[src/sv/csim_pkg.sv]
`timescale 1ns / 1ps
`default_nettype none
// ----------------------------------------------------------------------------
// Cosine similarity package
// Shared constants, sequencer states and control structs.
// ----------------------------------------------------------------------------
package csim_pkg;

  // Largest vector length that accumulates without clamping.
  localparam int unsigned MAX_ELEMENTS = 4096;

  localparam int AccW  = 44;  // accumulator width
  localparam int MulW  = 22;  // shared multiplier operand width
  localparam int WideW = 88;  // double-width products
  localparam int QuoW  = 30;  // quotient of the squared ratio
  localparam int RootW = 31;  // square root working width
  localparam int CntW  = 5;   // sequencer step counter

  // Accumulator clamp bound: MAX_ELEMENTS * 2^30, capped at 2^43 - 1.
  localparam logic [63:0] BoundRaw = 64'(MAX_ELEMENTS) << 30;
  localparam logic [63:0] AccCap   = (64'd1 << 43) - 64'd1;
  localparam logic [AccW-1:0] ACC_BOUND =
      (BoundRaw > AccCap) ? AccCap[AccW-1:0] : BoundRaw[AccW-1:0];

  // Fixed-point one.
  localparam logic [15:0] ONE_FIX = 16'h8000;

  // Sequencer step limits.
  localparam logic [CntW-1:0] ElemLast = 5'd3;
  localparam logic [CntW-1:0] ProdLast = 5'd8;
  localparam logic [CntW-1:0] DivFirst = 5'd29;
  localparam logic [CntW-1:0] SqrtFirst = 5'd14;

  typedef enum logic [2:0] {
    ST_IDLE,
    ST_ELEM,
    ST_CHECK,
    ST_PROD,
    ST_CLAMP,
    ST_DIV,
    ST_SQRT,
    ST_DONE
  } state_e;

  typedef struct packed {
    state_e          state;
    logic [CntW-1:0] cnt;
  } ctrl_t;

  typedef struct packed {
    logic in_fire;
    logic last;
    logic zero_norm;
    logic ge_one;
    logic out_free;
  } stat_t;

endpackage
`default_nettype wire

[src/sv/cosine_similarity_stream.sv]
`timescale 1ns / 1ps
`default_nettype none
// ----------------------------------------------------------------------------
// Cosine similarity stream
// Accumulates dot product and squared norms, then emits their cosine.
// ----------------------------------------------------------------------------
// An element pair is accepted only while idle; one 22 x 22 multiplier,
// registered, forms a*b, a*a and b*b in turn before the next pair can
// be taken. An item marked last then keeps the block busy until the result
// is presented (zero check, nine multiplier steps for the eight partial
// products of the 88-bit norm product and squared dot, clamp compare, 30
// restoring divide steps, 15 square root steps, output load); divide and
// root are skipped when the ratio reaches one, and all but zero check and
// output load when a norm is zero. The result sits in an output register;
// if it has not been taken, the block holds before writing the next one.
module cosine_similarity_stream (
  input  wire logic               clk_i,
  input  wire logic               rst_ni,
  input  wire logic               in_valid_i,
  output logic                    in_ready_o,
  input  wire logic signed [15:0] elem_a_i,
  input  wire logic signed [15:0] elem_b_i,
  input  wire logic               last_i,
  output logic                    out_valid_o,
  input  wire logic               out_ready_i,
  output logic signed [16:0]      similarity_o,
  output logic                    zero_norm_o,
  output logic                    saturated_o
);

  localparam int AccW  = csim_pkg::AccW;
  localparam int MulW  = csim_pkg::MulW;
  localparam int WideW = csim_pkg::WideW;
  localparam int QuoW  = csim_pkg::QuoW;
  localparam int RootW = csim_pkg::RootW;

  csim_pkg::ctrl_t ctrl;
  csim_pkg::stat_t stat;

  logic [15:0]            a_q, b_q;
  logic                   last_q;
  logic signed [AccW-1:0] dot_q;
  logic [AccW-1:0]        na_q, nb_q;
  logic                   sat_q;
  logic [WideW-1:0]       pn_q, m2_q, rem_q;
  logic [QuoW-1:0]        quo_q, op_q;
  logic [RootW-1:0]       res_q;
  logic [15:0]            q_q;
  logic                   zn_q;
  logic                   out_valid_q;
  logic signed [16:0]     sim_q;
  logic                   zn_out_q, sat_out_q;

  logic [15:0]            a_mag, b_mag;
  logic [AccW-1:0]        m_mag;
  logic [MulW-1:0]        mul_x, mul_y;
  logic [2*MulW-1:0]      mul_p;
  logic [AccW-1:0]        px, py;
  logic [csim_pkg::CntW-1:0] prev;
  logic [WideW-1:0]       pp_sh;
  logic signed [AccW+1:0] pe, dsum, bnd_s;
  logic [AccW:0]          nsum;
  logic [WideW-1:0]       rem2;
  logic                   div_ge;
  logic [QuoW-1:0]        quo_next;
  logic [RootW-1:0]       one, trial, res_next;
  logic                   sq_ge;
  logic                   in_fire, out_free, load_out;

  // Handshake.
  assign in_ready_o = (ctrl.state == csim_pkg::ST_IDLE);
  assign in_fire    = in_valid_i && in_ready_o;
  assign out_free   = !out_valid_q || out_ready_i;
  assign load_out   = (ctrl.state == csim_pkg::ST_DONE) && out_free;

  assign stat.in_fire   = in_fire;
  assign stat.last      = last_q;
  assign stat.zero_norm = (na_q == '0) || (nb_q == '0);
  assign stat.ge_one    = (m2_q >= pn_q);
  assign stat.out_free  = out_free;

  csim_fsm u_fsm (
    .clk_i  (clk_i),
    .rst_ni (rst_ni),
    .stat_i (stat),
    .ctrl_o (ctrl)
  );

  // Magnitudes of the element pair and of the dot product.
  assign a_mag = a_q[15] ? (~a_q + 16'd1) : a_q;
  assign b_mag = b_q[15] ? (~b_q + 16'd1) : b_q;
  assign m_mag = dot_q[AccW-1] ? AccW'(-dot_q) : AccW'(dot_q);

  // Operand selection for the shared multiplier.
  assign px = (ctrl.cnt < 5'd4) ? na_q : m_mag;
  assign py = (ctrl.cnt < 5'd4) ? nb_q : m_mag;

  always_comb begin
    mul_x = '0;
    mul_y = '0;
    if (ctrl.state == csim_pkg::ST_ELEM) begin
      unique case (ctrl.cnt[1:0])
        2'd0: begin mul_x = MulW'(a_mag); mul_y = MulW'(b_mag); end
        2'd1: begin mul_x = MulW'(a_mag); mul_y = MulW'(a_mag); end
        2'd2: begin mul_x = MulW'(b_mag); mul_y = MulW'(b_mag); end
        default: begin mul_x = '0; mul_y = '0; end
      endcase
    end else if (ctrl.state == csim_pkg::ST_PROD) begin
      mul_x = ctrl.cnt[1] ? px[AccW-1:MulW] : px[MulW-1:0];
      mul_y = ctrl.cnt[0] ? py[AccW-1:MulW] : py[MulW-1:0];
    end
  end

  csim_mul u_mul (
    .clk_i (clk_i),
    .x_i   (mul_x),
    .y_i   (mul_y),
    .p_o   (mul_p)
  );

  // Partial product alignment: the step before this one chose the halves.
  assign prev = ctrl.cnt - 5'd1;
  always_comb begin
    unique case (prev[1:0])
      2'd0:    pp_sh = WideW'(mul_p);
      2'd3:    pp_sh = WideW'(mul_p) << (2*MulW);
      default: pp_sh = WideW'(mul_p) << MulW;
    endcase
  end

  // Saturating accumulator sums.
  assign bnd_s = $signed({2'b00, csim_pkg::ACC_BOUND});
  assign pe    = $signed({2'b00, mul_p});
  assign dsum  = {{2{dot_q[AccW-1]}}, dot_q} + ((a_q[15] ^ b_q[15]) ? -pe : pe);
  assign nsum  = (ctrl.cnt == 5'd2) ? ({1'b0, na_q} + {1'b0, mul_p})
                                    : ({1'b0, nb_q} + {1'b0, mul_p});

  // One restoring divide step.
  assign rem2     = {rem_q[WideW-2:0], 1'b0};
  assign div_ge   = (rem2 >= pn_q);
  assign quo_next = {quo_q[QuoW-2:0], div_ge};

  // One square root step.
  assign one      = RootW'(1) << {ctrl.cnt, 1'b0};
  assign trial    = res_q + one;
  assign sq_ge    = ({1'b0, op_q} >= trial);
  assign res_next = sq_ge ? ((res_q >> 1) + one) : (res_q >> 1);

  // Input capture.
  always_ff @(posedge clk_i) begin
    if (in_fire) begin
      a_q    <= elem_a_i;
      b_q    <= elem_b_i;
      last_q <= last_i;
    end
  end

  // Accumulators, cleared by reset and after each result.
  always_ff @(posedge clk_i or negedge rst_ni) begin
    if (!rst_ni) begin
      dot_q <= '0;
      na_q  <= '0;
      nb_q  <= '0;
      sat_q <= 1'b0;
    end else if (load_out) begin
      dot_q <= '0;
      na_q  <= '0;
      nb_q  <= '0;
      sat_q <= 1'b0;
    end else if (ctrl.state == csim_pkg::ST_ELEM) begin
      if (ctrl.cnt == 5'd1) begin
        if (dsum > bnd_s) begin
          dot_q <= $signed(csim_pkg::ACC_BOUND);
          sat_q <= 1'b1;
        end else if (dsum < -bnd_s) begin
          dot_q <= -$signed(csim_pkg::ACC_BOUND);
          sat_q <= 1'b1;
        end else begin
          dot_q <= dsum[AccW-1:0];
        end
      end
      if (ctrl.cnt == 5'd2 || ctrl.cnt == 5'd3) begin
        if (nsum > {1'b0, csim_pkg::ACC_BOUND}) begin
          sat_q <= 1'b1;
        end
        if (ctrl.cnt == 5'd2) begin
          na_q <= (nsum > {1'b0, csim_pkg::ACC_BOUND}) ? csim_pkg::ACC_BOUND
                                                       : nsum[AccW-1:0];
        end else begin
          nb_q <= (nsum > {1'b0, csim_pkg::ACC_BOUND}) ? csim_pkg::ACC_BOUND
                                                       : nsum[AccW-1:0];
        end
      end
    end
  end

  // Final computation: norm product, squared dot, divide and root.
  always_ff @(posedge clk_i) begin
    unique case (ctrl.state)
      csim_pkg::ST_CHECK: begin
        pn_q <= '0;
        m2_q <= '0;
        zn_q <= stat.zero_norm;
        q_q  <= '0;
      end
      csim_pkg::ST_PROD: begin
        if (ctrl.cnt != '0) begin
          if (prev[2]) m2_q <= m2_q + pp_sh;
          else         pn_q <= pn_q + pp_sh;
        end
      end
      csim_pkg::ST_CLAMP: begin
        rem_q <= m2_q;
        quo_q <= '0;
        if (stat.ge_one) q_q <= csim_pkg::ONE_FIX;
      end
      csim_pkg::ST_DIV: begin
        rem_q <= div_ge ? (rem2 - pn_q) : rem2;
        quo_q <= quo_next;
        if (ctrl.cnt == '0) begin
          op_q  <= quo_next;
          res_q <= '0;
        end
      end
      csim_pkg::ST_SQRT: begin
        if (sq_ge) op_q <= op_q - trial[QuoW-1:0];
        res_q <= res_next;
        if (ctrl.cnt == '0) q_q <= res_next[15:0];
      end
      default: begin
      end
    endcase
  end

  // Output register.
  always_ff @(posedge clk_i or negedge rst_ni) begin
    if (!rst_ni) begin
      out_valid_q <= 1'b0;
    end else if (load_out) begin
      out_valid_q <= 1'b1;
    end else if (out_ready_i) begin
      out_valid_q <= 1'b0;
    end
  end

  always_ff @(posedge clk_i) begin
    if (load_out) begin
      sim_q     <= dot_q[AccW-1] ? -$signed({1'b0, q_q}) : $signed({1'b0, q_q});
      zn_out_q  <= zn_q;
      sat_out_q <= sat_q;
    end
  end

  assign out_valid_o  = out_valid_q;
  assign similarity_o = sim_q;
  assign zero_norm_o  = zn_out_q;
  assign saturated_o  = sat_out_q;

endmodule
`default_nettype wire

[src/sv/csim_mul.sv]
`timescale 1ns / 1ps
`default_nettype none
// ----------------------------------------------------------------------------
// Shared multiplier
// Unsigned 22 x 22 multiplier with a registered product.
// ----------------------------------------------------------------------------
module csim_mul (
  input  wire logic                         clk_i,
  input  wire logic [csim_pkg::MulW-1:0]    x_i,
  input  wire logic [csim_pkg::MulW-1:0]    y_i,
  output logic      [2*csim_pkg::MulW-1:0]  p_o
);

  logic [2*csim_pkg::MulW-1:0] p_q;

  // The product is registered, so it is available in the cycle after the operands.
  always_ff @(posedge clk_i) begin
    p_q <= (2*csim_pkg::MulW)'(x_i) * (2*csim_pkg::MulW)'(y_i);
  end

  assign p_o = p_q;

endmodule
`default_nettype wire

[src/sv/csim_fsm.sv]
`timescale 1ns / 1ps
`default_nettype none
// ----------------------------------------------------------------------------
// Cosine similarity sequencer
// Steps the shared multiplier, divider and square root through each item.
// ----------------------------------------------------------------------------
module csim_fsm (
  input  wire logic            clk_i,
  input  wire logic            rst_ni,
  input  wire csim_pkg::stat_t stat_i,
  output csim_pkg::ctrl_t      ctrl_o
);

  csim_pkg::state_e             state_q, state_d;
  logic [csim_pkg::CntW-1:0]    cnt_q, cnt_d;

  // State and step counter registers.
  always_ff @(posedge clk_i or negedge rst_ni) begin
    if (!rst_ni) begin
      state_q <= csim_pkg::ST_IDLE;
      cnt_q   <= '0;
    end else begin
      state_q <= state_d;
      cnt_q   <= cnt_d;
    end
  end

  // Next state logic.
  always_comb begin
    state_d = state_q;
    cnt_d   = cnt_q;
    unique case (state_q)
      csim_pkg::ST_IDLE: begin
        if (stat_i.in_fire) begin
          state_d = csim_pkg::ST_ELEM;
          cnt_d   = '0;
        end
      end
      csim_pkg::ST_ELEM: begin
        cnt_d = cnt_q + 5'd1;
        if (cnt_q == csim_pkg::ElemLast) begin
          state_d = stat_i.last ? csim_pkg::ST_CHECK : csim_pkg::ST_IDLE;
        end
      end
      csim_pkg::ST_CHECK: begin
        cnt_d   = '0;
        state_d = stat_i.zero_norm ? csim_pkg::ST_DONE : csim_pkg::ST_PROD;
      end
      csim_pkg::ST_PROD: begin
        cnt_d = cnt_q + 5'd1;
        if (cnt_q == csim_pkg::ProdLast) begin
          state_d = csim_pkg::ST_CLAMP;
        end
      end
      csim_pkg::ST_CLAMP: begin
        cnt_d   = csim_pkg::DivFirst;
        state_d = stat_i.ge_one ? csim_pkg::ST_DONE : csim_pkg::ST_DIV;
      end
      csim_pkg::ST_DIV: begin
        cnt_d = cnt_q - 5'd1;
        if (cnt_q == '0) begin
          state_d = csim_pkg::ST_SQRT;
          cnt_d   = csim_pkg::SqrtFirst;
        end
      end
      csim_pkg::ST_SQRT: begin
        cnt_d = cnt_q - 5'd1;
        if (cnt_q == '0) begin
          state_d = csim_pkg::ST_DONE;
        end
      end
      csim_pkg::ST_DONE: begin
        if (stat_i.out_free) begin
          state_d = csim_pkg::ST_IDLE;
        end
      end
      default: state_d = csim_pkg::ST_IDLE;
    endcase
  end

  assign ctrl_o.state = state_q;
  assign ctrl_o.cnt   = cnt_q;

endmodule
`default_nettype wire

[config.mk]
export PLATFORM = sky130hd
export DESIGN_NAME = cosine_similarity_stream
export DESIGN_NICKNAME = d
export VERILOG_FILES = /design/src/sv/csim_pkg.sv /design/src/sv/cosine_similarity_stream.sv /design/src/sv/csim_mul.sv /design/src/sv/csim_fsm.sv
export SDC_FILE = /design/constraint.sdc
export NUM_CORES = 2
export LEC_CHECK = 0
export BUFFER_PORTS_ARGS = -buffer_cell sky130_fd_sc_hd__buf_2
export CAP_MARGIN = 20
export CORE_UTILIZATION = 50
export CTS_CLUSTER_DIAMETER = 200
export DETAILED_ROUTE_END_ITERATION = 7
export GPL_TIMING_DRIVEN = 0
export PLACE_DENSITY_LB_ADDON = 0.05
export SLEW_MARGIN = 20
export SYNTH_ARGS = -nofsm -noshare
export SYNTH_HDL_FRONTEND = slang
export SYNTH_HIERARCHICAL = 1
export SYNTH_SLANG_ARGS = --single-unit
[constraint.sdc]
create_clock -name clk_i -period 32.5 [get_ports clk_i]
set_clock_uncertainty 0.2 [all_clocks]
set_input_delay 6.5 -clock clk_i [delete_from_list [all_inputs] [get_ports clk_i]]
set_output_delay 6.5 -clock clk_i [all_outputs]
set_load 0.03 [all_outputs]
Word-level counts from Yosys, hierarchy flattened
Cells that the tools add are included.
{"block": "classes", "add_sub_neg": 16, "n_mul": 1, "magnitude_cmp": 7, "eq_ne": 26, "shifts": 1, "n_mux": 71, "bitwise_logic": 3, "reduce_logical": 36}
{"cell": "$mux W44", "n": 17}
{"cell": "$pmux W88 S2", "n": 3}
{"cell": "$mux W88", "n": 4}
{"cell": "$add A88 B88 Y88", "n": 2}
{"cell": "$ge A88 B88 Y1", "n": 2}
{"cell": "$pmux W87 S2", "n": 1}
{"cell": "$mux W22", "n": 6}
{"cell": "$add A44 B44 Y45", "n": 2}
{"cell": "$logic_not A44 Y1", "n": 2}
{"cell": "$mux W87", "n": 1}
{"cell": "$sub A87 B87 Y87", "n": 1}
{"cell": "$mux W16", "n": 5}
{"cell": "$pmux W16 S2", "n": 2}
{"cell": "$mux W31", "n": 2}
{"cell": "$pmux W31 S2", "n": 1}
{"cell": "$mux W30", "n": 2}
{"cell": "$pmux W30 S2", "n": 1}
{"cell": "$pmux W29 S2", "n": 1}
{"cell": "$pmux W16 S3", "n": 1}
{"cell": "$add A46 B46 Y46", "n": 1}
{"cell": "$gt A46 B44 Y1 const B", "n": 1}
{"cell": "$lt A46 B43 Y1 const B", "n": 1}
{"cell": "$mux W46", "n": 1}
{"cell": "$neg A44 Y46", "n": 1}
{"cell": "46 further kinds", "n": 100}
{"block": "word_totals", "ff_bits": 608, "input_bits": 37, "output_inout_bits": 21}

Depth between registers and ports, before layout
{"block": "logic_depth", "ltp_word": 11, "mapped_depth": 40}

Cells and area by module
The synthesis kept the hierarchy.
{"module": "cosine_similarity_stream", "n_inst": 1, "cells_per_inst": 6632, "area_each_um2": 54024.3, "seq_area_each_um2": 16025.4}
{"module": "csim_mul", "n_inst": 1, "cells_per_inst": 1854, "area_each_um2": 16776.1, "seq_area_each_um2": 880.8}
{"module": "csim_fsm", "n_inst": 1, "cells_per_inst": 97, "area_each_um2": 830.8, "seq_area_each_um2": 200.2}

Worst setup path before layout
No wires, ideal clock.
{"block": "synth_timing", "kind": "reg2reg", "start": "register dot_q[6]", "end": "register u_mul.p_q (netlist bit u_mul/p_o[41])", "arrival_ns": 10.084, "t_required_ns": 32.169, "slack_ns": 22.085, "stages_incl_launch_ff": 36, "n_path_buf": 2, "synth_period_minus_slack_ns": 10.415, "cell_sequence": "dfrtp_1 > or4_4 > or4_1 > or4_4 > or4_4 > or3_4 > or4_4 > or4_4 > o21ai_1 > xor2_1 > nand2_1 > o211ai_1 > o211ai_1 > clkbuf_1 > and2_1 > fa_1 > fa_1 > inv_1 > fa_1 > inv_1 > fa_1 > fa_1 > fa_1 > inv_1 > fa_1 > inv_1 > ha_1 > clkbuf_1 > a21o_1 > a21oi_1 > o211ai_1 > a221oi_1 > o21ai_2 > a211oi_2 > o31ai_1 > xor2_1"}
{"block": "synth_via", "elab_chain_len": 7, "elab_cells_between_ends": 11}
{"item": "start: declaration", "line": "cosine_similarity_stream.sv:42", "source": "logic signed [AccW-1:0] dot_q;"}
{"item": "start signal: assignment", "line": "cosine_similarity_stream.sv:173", "source": "dot_q <= $signed(csim_pkg::ACC_BOUND);"}
{"item": "start signal: assignment", "line": "cosine_similarity_stream.sv:176", "source": "dot_q <= -$signed(csim_pkg::ACC_BOUND);"}
{"item": "start signal: assignment", "line": "cosine_similarity_stream.sv:179", "source": "dot_q <= dsum[AccW-1:0];"}
{"item": "$neg A44 Y44", "line": "cosine_similarity_stream.sv:92", "source": "assign m_mag = dot_q[AccW-1] ? AccW'(-dot_q) : AccW'(dot_q);"}
{"item": "$mux W44", "line": "cosine_similarity_stream.sv:92"}
{"item": "$mux W44", "line": "cosine_similarity_stream.sv:95", "source": "assign px = (ctrl.cnt < 5'd4) ? na_q : m_mag;"}
{"item": "$mux W22", "line": "cosine_similarity_stream.sv:109", "source": "mul_x = ctrl.cnt[1] ? px[AccW-1:MulW] : px[MulW-1:0];"}
{"item": "$mux W22", "line": "cosine_similarity_stream.sv:108", "source": "end else if (ctrl.state == csim_pkg::ST_PROD) begin"}
{"item": "$mux W22", "line": "cosine_similarity_stream.sv:101", "source": "if (ctrl.state == csim_pkg::ST_ELEM) begin"}
{"item": "named net mul_x[14]", "line": "cosine_similarity_stream.sv:56", "source": "logic [MulW-1:0] mul_x, mul_y;"}
{"item": "$mul A22 B22 Y44", "line": "csim_mul.sv:18", "source": "p_q <= (2*csim_pkg::MulW)'(x_i) * (2*csim_pkg::MulW)'(y_i);"}
{"item": "end signal: assignment", "line": "csim_mul.sv:18"}
{"item": "end: declaration", "line": "csim_mul.sv:14", "source": "logic [2*csim_pkg::MulW-1:0] p_q;"}
The timed path passes the listed nets, and every way through them passes these cells.
A chain may end at the register's enable or synchronous reset.

Final worst setup path
{"block": "layout_timing", "start": "register dot_q[5]", "end": "register u_mul.p_q (netlist bit u_mul/p_o[43])"}
{"block": "layout_via", "elab_chain_len": 7, "elab_cells_between_ends": 11}
{"item": "$neg A44 Y44", "line": "cosine_similarity_stream.sv:92"}
{"item": "$mux W44", "line": "cosine_similarity_stream.sv:92"}
{"item": "$mux W44", "line": "cosine_similarity_stream.sv:96", "source": "assign py = (ctrl.cnt < 5'd4) ? nb_q : m_mag;"}
{"item": "$mux W22", "line": "cosine_similarity_stream.sv:110", "source": "mul_y = ctrl.cnt[0] ? py[AccW-1:MulW] : py[MulW-1:0];"}
{"item": "$mux W22", "line": "cosine_similarity_stream.sv:108"}
{"item": "$mux W22", "line": "cosine_similarity_stream.sv:101"}
{"item": "named net mul_y[15]", "line": "cosine_similarity_stream.sv:56"}
{"item": "$mul A22 B22 Y44", "line": "csim_mul.sv:18"}
The timed path passes the listed nets, and every way through them passes these cells.

==> summary.txt <==
Clock tree
  • CTS Buffer Depth: 3
  • Post-CTS Setup Inserts: 0
  • Hold-fix buffers, CTS: 0
  • Skew-Pair Late Insertion Delay: 0.70 ns
  • CTS Buf Count: 77
  • CTS root buf: clkbuf_16
  • Sink Count: roughly 610
  • H-tree level count: 3
  • CTS tree: yes
  • Post_cts resized: 0
  • Clk slew on worst S/H paths: 0.06 ns

Synthesis
  • Post-Synth Adder-Cell Area: about 23%
  • Mapped Avg Cell Area: around 8.3 µm²
  • Mux share of post-synthesis cell area: 0.414%
  • Top FF cell, synth: edfxtp_1
  • Mapped Cells: approximately 8600
  • XOR/XNOR Fraction of Synth Area: 6.69%
  • Synth Area in Simple Gates: about a fifth
  • Synth Area in Compound Gates: 21.2%
  • Post-synthesis cell area: approximately 72000 µm²
  • Number of flops mapped to enable cells by yosys: 422
  • Largest family of logic cells by synthesized area: adder cells
  • Syn nets: approximately 9700
  • Syn. warnings: 6
  • Seq/Total Area, Yosys: 23.9%
  • Yosys reg bits: 608
  • Async SR Flop Fraction: roughly a quarter
  • Library cells used by synthesis: between 90 and 100

Place
  • DPL Wire Length: 225000 µm
  • Dpl cell area: between 70000 and 80000 µm²
  • Placed Cells: 10500
  • GP Congestion: 1.03
  • PortBufs: 57

Final layout
  • Final non-filler cell total: 10700
  • Filler Cells Inserted: 13500
  • Nets: 9849
  • Layout cells sized above 1: 3.52%
  • Post-route cell area: 77400 µm²
  • Synth-to-Final Area Change: 8.11%

GRT
  • Antenna violations before repair: 15
  • All-layer global routing usage: around 37%
  • GRT overflow: 0
  • Global-route wire length before repair: approximately 410000 µm
  • Vias in the first global route: 64300
  • Largest net degree at the start of global routing: 96

Route
  • Post-DRT Antenna Nets: 0
  • Vias per std cell: 6.26
  • Avg WL per Cell: 25.8 µm
  • Iteration-0 DRC Markers: 6701
  • Pre-antenna DRT Iters: 7
  • Drc violations: 0
  • Final wirelength: 276000 µm
  • Vias: roughly 67000

Timing
  • Total negative slack: 0 ns
  • RSZ-0062 raised after global routing: false
  • Setup violators final: 0
  • Worst Tran Pin Value: 1.37 ns
  • Final Hold Vio Count: 0
  • Fmax: 76.7 MHz
  • Min Hold Slack: 0.284 ns
  • Worst slew margin: 8.56%
  • Tmin final: 13.05 ns
  • Post-route clock period utilization: 40.1%
  • Max-slew violation count: 0

Floorplan
  • Initial Util: 50.5%
  • Chip height: 381 µm
  • Placeable Area: 142000 µm²
  • Ports: 58
  • Die Span X: 381 µm
  • Die footprint: 145000 µm²
  • Num rows: 138

Setup path
  • CP required: 32.87 ns
  • CP dominant cell by count: fa_1
  • Register-to-Register Path Depth: 32
  • Crit path max fanout: 10
  • CP Launch Type: flip-flop
  • Slowest cell on crit path: o22ai_1
  • Worst setup startpoint: dot_q[5]
  • Crit Path Category: flip-flop to flip-flop
  • Worst path max stage delay: 1.05 ns
  • Reg2reg start: dot_q[5]
  • Crit. End Element: flip-flop
  • Worst EP arrival: between 10 and 15 ns
  • Worst reg2reg setup slack: between 15 and 20 ns

Min path
  • Hold Startpoint: sat_q
  • Hold Path Class: flip-flop to flip-flop
  • Hold Path Depth: 0

Run status
  • Status: complete, no violations

Flow run
  • Max-cap viol count: 0
[critical path, delay by kind of cell, from the launching register on]
family	cells	cell delay (ns)
simple gates	12	4.67
flops	1	0.49
compound gates	6	2.36
fa+ha+maj	8	3.61
xor+xnor	2	0.32
buf+inv	4	1.25
[stage by stage]
step | worst slack, ns | util, %
2_1_floorplan | 22.09 | -
3_5_place_dp | 19.88 | 52.7
3_3_place_gp | 19.81 | 52.3
6_report | 19.45 | 54.6
4_1_cts | 19.80 | 54.5
5_1_grt | 19.19 | 54.5
[layout make-up]
cell class	count	area (µm²)	share of cell area [%]
diodes	7	17.5	0.0226
repair buffers	74	693	0.895
flip-flops and latches	608	17100	22.1
well taps	1890	2360	3.05
plain buffers	442	1740	2.24
multi-input cells	6876	50500	65.2
clock buffers	95	2050	2.64
clock inverters	48	543	0.701
inverters	657	2470	3.19
[flip-flops by register name, indices dropped and copies added (netlist names), 17 cells and up]
signal	flops
na_q	44
m2_q	88
dot_q	44
nb_q	44
res_q	31
op_q	30
similarity_o	17
quo_q	29
u_mul/p_o	44
pn_q	88
rem_q	87
[cells by family (layout without fill, tap and decap cells)]
family | after synthesis | count (layout)
AOI/OAI and AO/OA | 2343 | 2343
xor gates and xnor gates | 547 | 547
adders and majority gates | 1076 | 1076
buffers and inverters | 1099 | 1316
DFF | 608 | 608
muxes | 29 | 29
other | 0 | 7
and+or+nand+nor | 2881 | 2881
[Yosys cell counts, drive strengths merged, types with 32 or more instances]
library cell / n / area, µm²
edfxtp: 422 / 12700
and3: 78 / 488
o211ai: 110 / 826
a31oi: 103 / 644
o21bai: 118 / 886
clkbuf: 423 / 1610
fa: 403 / 8070
a21oi: 641 / 3210
a32o: 33 / 330
o31a: 32 / 280
nand3: 126 / 631
o22ai: 40 / 250
dfrtp: 142 / 3550
a22o: 77 / 674
o21a: 50 / 375
o21ai: 516 / 2590
nor2b: 70 / 438
nor3: 136 / 681
nor4: 48 / 300
xor2: 239 / 2090
xnor2: 308 / 2700
nand2b: 60 / 375
nor2: 691 / 2600
or3: 56 / 355
dfxtp: 44 / 881
and2: 308 / 1930
a21o: 243 / 1820
nand2: 1048 / 3930
ha: 673 / 8420
a211oi: 78 / 591
inv: 656 / 2460
o31ai: 61 / 463
or4: 33 / 282
nand4: 141 / 882
[final timing paths]
kind                                  to
max                        u_mul/p_o[43]
min                          saturated_o
max reg2reg                u_mul/p_o[43]
min reg2reg                  saturated_o
max in group asynchronous      dot_q[21]
min in group asynchronous       dot_q[6]
[layout by cell type, fill, tap and decap left out, types with 103 or more instances in the layout]
cell | netlist | final
a21oi_1 | 640 | 638
a31oi_1 | 103 | 103
clkbuf_1 | 421 | 427
fa_1 | 403 | 403
dfrtp_1 | 142 | 142
nand4_1 | 141 | 141
nor3_1 | 136 | 133
edfxtp_1 | 422 | 422
o21ai_0 | 510 | 509
xnor2_1 | 308 | 307
xor2_1 | 239 | 238
inv_1 | 655 | 655
a21o_1 | 243 | 243
o21bai_1 | 118 | 118
o211ai_1 | 110 | 110
nand3_1 | 126 | 126
nand2_1 | 1048 | 1048
nor2_1 | 690 | 690
ha_1 | 673 | 673
and2_1 | 308 | 307
[per-layer routing]
layer | global-route usage [%] | part of all wire (%) | wire, µm
met5 | 0 | 0.024 | 66
met1 | 49.7 | 42 | 115000
met4 | 19.7 | 6.0 | 16400
met3 | 6.30 | 8.4 | 23200
met2 | 58.3 | 44 | 121000
Power is not shown: default switching activity piles up to over one toggle a cycle in this logic, so the estimate is an artifact.
